$ cat config.mk
export PLATFORM = sky130hd
export DESIGN_NAME = dbmt_ctrl
export DESIGN_NICKNAME = d
export VERILOG_FILES = /design/src/rtl/dbmt_pkg.sv /design/src/rtl/dbmt_ctrl.sv
export SDC_FILE = /design/constraint.sdc
export NUM_CORES = 1
export LEC_CHECK = 0
export ABC_AREA = 1
export BUFFER_PORTS_ARGS = -buffer_cell sky130_fd_sc_hd__buf_4
export CORE_MARGIN = 2
export CORE_UTILIZATION = 25
export CTS_CLUSTER_DIAMETER = 60
export DETAILED_ROUTE_END_ITERATION = 6
export SYNTH_ARGS = -nofsm -noshare
export SYNTH_HDL_FRONTEND = slang
export SYNTH_SLANG_ARGS = --single-unit
$ cat constraint.sdc
create_clock -name i_clk -period 2.4 [get_ports i_clk]
set_input_delay 0.72 -clock i_clk [delete_from_list [all_inputs] [get_ports i_clk]]
set_output_delay 0.72 -clock i_clk [all_outputs]
set_load 0.01 [all_outputs]
$ cat src/rtl/dbmt_pkg.sv
// block map translator package: field widths, codes, request/result structs
// and the command/status bundles between controller and datapath
// no dependencies
`timescale 1ns / 1ps

package dbmt_pkg;

    localparam int LBA_W   = 48;
    localparam int BS_W    = 17;
    localparam int NB_W    = 13;
    localparam int WORD_W  = 32;
    localparam int CNT_W   = 16;
    localparam int FS_W    = 33;
    localparam int IDX_W   = 12;
    localparam int CFG_A_W = 2;

    localparam logic [CNT_W-1:0] MAX_COUNT      = 16'd32768;
    localparam logic [BS_W-1:0]  MIN_BLOCK      = 17'd1024;
    localparam logic [BS_W-1:0]  RST_BLOCK_SIZE = 17'd2048;

    // request function codes
    localparam logic [1:0] FUNC_LOAD  = 2'd0;
    localparam logic [1:0] FUNC_READ  = 2'd1;
    localparam logic [1:0] FUNC_QUERY = 2'd2;

    // per-result status
    localparam logic [1:0] ST_OK     = 2'd0;
    localparam logic [1:0] ST_FREE   = 2'd1;
    localparam logic [1:0] ST_RANGE  = 2'd2;
    localparam logic [1:0] ST_BEYOND = 2'd3;

    // overall status
    localparam logic [1:0] OV_ALLOC = 2'd0;
    localparam logic [1:0] OV_NONE  = 2'd1;
    localparam logic [1:0] OV_FAIL  = 2'd2;

    // configuration register indexes
    localparam logic [CFG_A_W-1:0] REG_BLOCK_SIZE   = 2'd0;
    localparam logic [CFG_A_W-1:0] REG_NUM_BLOCKS   = 2'd1;
    localparam logic [CFG_A_W-1:0] REG_FREE_MARKER  = 2'd2;
    localparam logic [CFG_A_W-1:0] REG_FILE_SECTORS = 2'd3;

    typedef struct packed {
        logic [1:0]        func;
        logic [IDX_W-1:0]  map_index;
        logic [WORD_W-1:0] map_value;
        logic [LBA_W-1:0]  lba;
        logic [LBA_W-1:0]  lba_end;
        logic [CNT_W-1:0]  sector_count;
    } t_req;

    typedef struct packed {
        logic [1:0]       status;
        logic [FS_W-1:0]  file_sector;
        logic [CNT_W-1:0] chunk_sectors;
        logic [1:0]       overall_status;
        logic             last;
    } t_result;

    typedef enum logic [2:0] {
        EM_NONE  = 3'd0,
        EM_LOAD  = 3'd1,
        EM_FAIL  = 3'd2,
        EM_EMPTY = 3'd3,
        EM_CHUNK = 3'd4,
        EM_QUERY = 3'd5
    } t_emit;

    typedef struct packed {
        logic  latch;
        logic  div_start;
        logic  init;
        logic  step;
        logic  rd_issue;
        logic  set_any;
        t_emit emit;
    } t_cmd;

    typedef struct packed {
        logic [1:0] func;
        logic       cnt_zero;
        logic       div_done;
        logic       blk_oob;
        logic       chunk_last;
        logic       entry_used;
        logic       q_cont;
    } t_stat;

endpackage

$ cat src/rtl/dbmt_ctrl.sv
// controller: sequences loads, read splitting (scan pass then emit pass) and
// range queries; depends on dbmt_pkg
`timescale 1ns / 1ps

module dbmt_ctrl (
    input  logic            i_clk,
    input  logic            i_rst_n,
    input  logic            start,
    input  dbmt_pkg::t_stat i_stat,
    output dbmt_pkg::t_cmd  o_cmd,
    output logic            busy
);
    import dbmt_pkg::*;

    typedef enum logic [10:0] {
        S_IDLE   = 11'b000_0000_0001,
        S_DISP   = 11'b000_0000_0010,
        S_DIV    = 11'b000_0000_0100,
        S_CHECK  = 11'b000_0000_1000,
        S_SC_RD  = 11'b000_0001_0000,
        S_SC_CHK = 11'b000_0010_0000,
        S_EM_RD  = 11'b000_0100_0000,
        S_EM_OUT = 11'b000_1000_0000,
        S_Q_TEST = 11'b001_0000_0000,
        S_Q_CHK  = 11'b010_0000_0000,
        S_Q_EMIT = 11'b100_0000_0000
    } t_state;

    t_state r_state, n_state;
    t_cmd   cmd;

    always_comb begin
        n_state = r_state;
        cmd     = '{emit: EM_NONE, default: 1'b0};
        case (r_state)
            S_IDLE: begin
                if (start) begin
                    cmd.latch = 1'b1;
                    n_state   = S_DISP;
                end
            end
            S_DISP: begin
                if (i_stat.func == FUNC_LOAD) begin
                    cmd.emit = EM_LOAD;
                    n_state  = S_IDLE;
                end else if (i_stat.func == FUNC_READ && i_stat.cnt_zero) begin
                    cmd.emit = EM_EMPTY;
                    n_state  = S_IDLE;
                end else if (i_stat.func == FUNC_READ || i_stat.func == FUNC_QUERY) begin
                    cmd.div_start = 1'b1;
                    n_state       = S_DIV;
                end else begin
                    cmd.emit = EM_FAIL;
                    n_state  = S_IDLE;
                end
            end
            S_DIV: begin
                if (i_stat.div_done) begin
                    n_state = S_CHECK;
                end
            end
            S_CHECK: begin
                if (i_stat.func == FUNC_READ && i_stat.blk_oob) begin
                    cmd.emit = EM_FAIL;
                    n_state  = S_IDLE;
                end else begin
                    cmd.init = 1'b1;
                    n_state  = (i_stat.func == FUNC_READ) ? S_SC_RD : S_Q_TEST;
                end
            end
            // scan pass: find whether any chunk of the read is allocated
            S_SC_RD: begin
                cmd.rd_issue = 1'b1;
                n_state      = S_SC_CHK;
            end
            S_SC_CHK: begin
                if (i_stat.entry_used || i_stat.chunk_last) begin
                    cmd.set_any = i_stat.entry_used;
                    cmd.init    = 1'b1;
                    n_state     = S_EM_RD;
                end else begin
                    cmd.step = 1'b1;
                    n_state  = S_SC_RD;
                end
            end
            // emit pass: same chunk walk, one result per chunk
            S_EM_RD: begin
                cmd.rd_issue = 1'b1;
                n_state      = S_EM_OUT;
            end
            S_EM_OUT: begin
                cmd.emit = EM_CHUNK;
                cmd.step = 1'b1;
                n_state  = i_stat.chunk_last ? S_IDLE : S_EM_RD;
            end
            S_Q_TEST: begin
                if (i_stat.q_cont) begin
                    cmd.rd_issue = 1'b1;
                    n_state      = S_Q_CHK;
                end else begin
                    n_state = S_Q_EMIT;
                end
            end
            S_Q_CHK: begin
                if (i_stat.entry_used) begin
                    cmd.set_any = 1'b1;
                    n_state     = S_Q_EMIT;
                end else begin
                    cmd.step = 1'b1;
                    n_state  = S_Q_TEST;
                end
            end
            S_Q_EMIT: begin
                cmd.emit = EM_QUERY;
                n_state  = S_IDLE;
            end
            default: begin
                n_state = S_IDLE;
            end
        endcase
    end

    always_ff @(posedge i_clk) begin
        if (!i_rst_n) begin
            r_state <= S_IDLE;
        end else begin
            r_state <= n_state;
        end
    end

    assign o_cmd = cmd;
    assign busy  = (r_state != S_IDLE);

endmodule

Word-level counts from Yosys, hierarchy flattened
Cells that the tools add are included.
- muxes and demuxes: 34
- equality and inequality tests: 16
- reductions and logical operators: 7
- operators by type and width (cell ; number):
    $pmux 11 s10 ; 1
    $mux 11 ; 6
    $mux 9 ; 2
    $mux 7 ; 2
    $mux 1 ; 13
    $pmux 3 s4 ; 1
    $eq 11x1->1 const B ; 1
    $eq 11x10->1 const B ; 1
    $eq 11x11->1 const B ; 1
    $eq 11x2->1 const B ; 1
    $eq 11x3->1 const B ; 1
    $eq 11x4->1 const B ; 1
    $eq 11x5->1 const B ; 1
    $eq 11x6->1 const B ; 1
    $eq 11x7->1 const B ; 1
    $eq 11x8->1 const B ; 1
    $eq 11x9->1 const B ; 1
    $ne 11x1->1 const B ; 1
    $mux 2 ; 4
    $pmux 1 s2 ; 3
    $ne 2x2->1 const B ; 2
    $mux 3 ; 1
    $pmux 1 s3 ; 1
    $eq 2x1->1 const B ; 1
    6 further kinds ; 8
- register bits after elaboration: 11
- input port bits: 11
- output and inout bits: 10
- word-level logic and storage cells: 58

Logic depth before layout (Yosys ltp)
- depth after elaboration: 6
- mapped depth: 10
- depth with buffers taken out: 10

Least setup slack after synthesis
No wires, ideal clock.
- path kind: input-to-output
- start point: in i_stat[6] (netlist name)
- end point: out o_cmd[7] (netlist name)
- arrival: 1.379 ns
- slack: 0.301 ns
- path buffers: 0
- stages: 5
- data required time: 1.680 ns
- path through: inv_1 > o21ai_0 > o21ai_0 > or2_4 > inv_1
- RTL lines (item ; RTL line ; source):
    from (decl) ; dbmt_ctrl.sv:9 ; input dbmt_pkg::t_stat i_stat,
    to (decl) ; dbmt_ctrl.sv:10 ; output dbmt_pkg::t_cmd o_cmd,

==> out/results.ini <==
[sta]
slew_headroom_pct=77.9
setup_tns_ps=0
post-route-min-period_ps=2350
setup_viol=0
holdWs_ps=567
finalCritPeriodShare_pct=97.8
worst_pin_slew_ps=327
finClkSkew_ps=2.22
drv_slew=0
fin_ws_ps=51.9
fmax_mhz=426
rsz0062_at_grt=true
hold_violations=0

[floorplan]
die_h_um=60.4
dieWidth_um=60.4
core_um2=3050
die_area_um2=3650
std_cell_rows=20
num_io_pins=21
initial_core_util_pct=26.1

[placement]
dp_hpwl_um=1560
gp_congestion=0.766
dpl_worst_slack_ps=75.6
dp_cells=194
portBuffers=20

[hold_path]
holdCritPathClass=flop to flop
worstHoldPathCells=3

[drt]
met2_length_um=821
routed-via-count=838
top_layer=met4
avgViaCountPerCell=4.15
wl_met1_um=969
drc=0
wl_met3_um=81
first_pass_iters=4
first_iter_violations=13
wl_per_cell_um=9.55
ant_nets=0
drt-total-wl_um=1930

[synthesis]
synth_area_leaders=dfxtp_1 28%, inv_1 11%, nand2_1 11%, nor2_1 9.9%, nand3_1 5.7%
yosysWarnings=0
synth_top_cell_area_share_pct=27.7
ys_seq_area_share_pct=27.7
syn_inst=130
synth_xor_area_share_pct=0
synth-seq-cells=11
ys_types=20
syn_area_um2=796
synth_top_family_by_area=simple AND/OR/NAND/NOR gates
async_flop_share_pct=0
synth_compound_area_share_pct=9.28
synth_edf_count=0
synth_fa_ha_area_share_pct=0
avgSynthCellArea_um2=6.12
synth-simple-area-share_pct=51.3
synth_fp_nets=141
synth_ff_type=dfxtp_1
yosys.area.top_type=dfxtp_1
synthMuxAreaShare_pct=0
ys_top_cells_by_count=23 x inv_1, 23 x nand2_1, 21 x nor2_1

[layout]
regMostFlops=r_state
multiInputGateArea_um2=513
nFillCells=357
largest_reg_flops=11
nets=170
largest_registers=r_state: 11 flops
drive_gt1_share_pct=34.2
final_cells=202
diodes=0
ff_latch_area_um2=220
area_growth_pct=36.8

[power]
totalPowerFinal_mw=0.917
combPwrFrac_pct=60.0
powerDensity_nw_per_um2=843
p_switching_mw=0.413
p_int_mw=0.504
clkPwrFrac_pct=14.1
vdd.ir_drop.worst_mv=0.322
leakagePower_nw=0.570
pwr-share-seq_pct=25.9
p_sw_share_pct=45.0

[setup_path]
rrSetupSlack_ps=920
crit_family=simple AND/OR/NAND/NOR gates
cp.depth=8
crit_type=flop to output port
slowest_delay_ps=330
worst-path-buf-inv=3
r2r_cells=11
end_kind=output port
path_cells=nor2_2, nand2_2, nor2_8, buf_4, nand2_4, or2_4, inv_1, buf_4
path_common_cell=buf_4
worstPathArrival_ps=1630
crit_slowest_cell=dfxtp_1
start_kind=flop
crit_fanout=7
crit_required_ps=1680

[grt]
grtUsageTotal_pct=11.9
grt_pass1_wl_um=3200
grt_max_degree=8
grt_pass1_vias=765
grt_antenna_before_repair=0
grt_overflow=0

[clock_tree]
numCtsBuffers=3
cts_root_buf=clkbuf_4
cts_htree_levels=1
clkLatencyLatePin_ps=270
clock_tree.buffer_depth=2
cts.sinks=11
cts_tree=done
clk_pin_slew_ps=70

[flow_run]
drv_cap=0

[status]
status=complete, no violations

==> per-stage QoR <==
stage | area [um2] | util [%]
floorplan | 796 | -
global placement | 1000 | 32.8
detailed placement | 1000 | 32.8
CTS | 1030 | 33.6
global route | 1090 | 35.7
finish | 1090 | 35.7
==> kinds of logic (layout without fill, tap and decap cells) <==
| group | count (synthesis) | after routing |
|---|---|---|
| flops | 11 | 11 |
| compound gates | 13 | 13 |
| simple gates | 81 | 81 |
| buf+inv | 25 | 53 |
==> power by group through the flow <==
stage               Clock, mW  Combinational, mW  Sequential [mW]
floorplan                   0              0.351            0.234
global placement            0              0.467            0.239
detailed placement          0              0.470            0.239
CTS                     0.132              0.471            0.235
global route            0.140              0.617            0.242
finish                  0.129              0.550            0.238
==> placed cells by master (no fill, tap or decap) <==
master    Yosys  final
a21oi_1       1      1
buf_4         0     24
clkbuf_1      0      1
clkbuf_4      0      3
dfxtp_1      11     11
inv_1        23     23
inv_2         2      2
nand2_1      23     21
nand2_2       6      8
nand2_4       2      2
nand3_1       9      9
nand3_2       2      2
nand4_1       1      1
nor2_1       21     18
nor2_2        6      7
nor2_4        0      2
nor2_8        1      1
nor3_1        9      8
nor3_2        0      1
o21a_1        1      1
o21ai_0       7      6
o21ai_1       1      1
o21ai_2       0      1
o22ai_1       2      2
o41ai_1       1      1
or2_4         1      1
==> final timing paths <==
path | start | to
worst max-delay path | r_state[6] | o_cmd[7]
worst min-delay path | r_state[7] | r_state[7]
worst max register to register | r_state[6] | r_state[4]
worst min register to register | r_state[7] | r_state[7]
==> layout make-up <==
cell class	instances	share of cell area (%)
Inverter	25	8.62
Multi-Input combinational cell	94	47.1
Timing Repair Buffer	24	16.6
Tap cell	44	5.06
Sequential cell	11	20.2
Clock buffer	4	2.41
==> per-layer routing <==
layer | vias up | track usage [%]
li1 | 466 | -
met1 | 350 | 15.8
met2 | 17 | 18.3
met3 | 5 | 1.07
met4 | 0 | 8.39
met5 | - | 0
==> timing repair <==
item / in CTS / in global routing
hold buffers: 0 / 0
setup buffers: 0 / 4
gates resized for setup: 0 / 10
setup endpoints to repair: 0 / 6
==> worst reg2reg max path, delay by kind of cell (launching register included) <==
| family | cells | cell delay, ps |
|---|---|---|
| DFF | 1 | 330 |
| and+or+nand+nor | 8 | 810 |
| buffers and inverters | 3 | 240 |
Power figures use the tool's default switching activity.
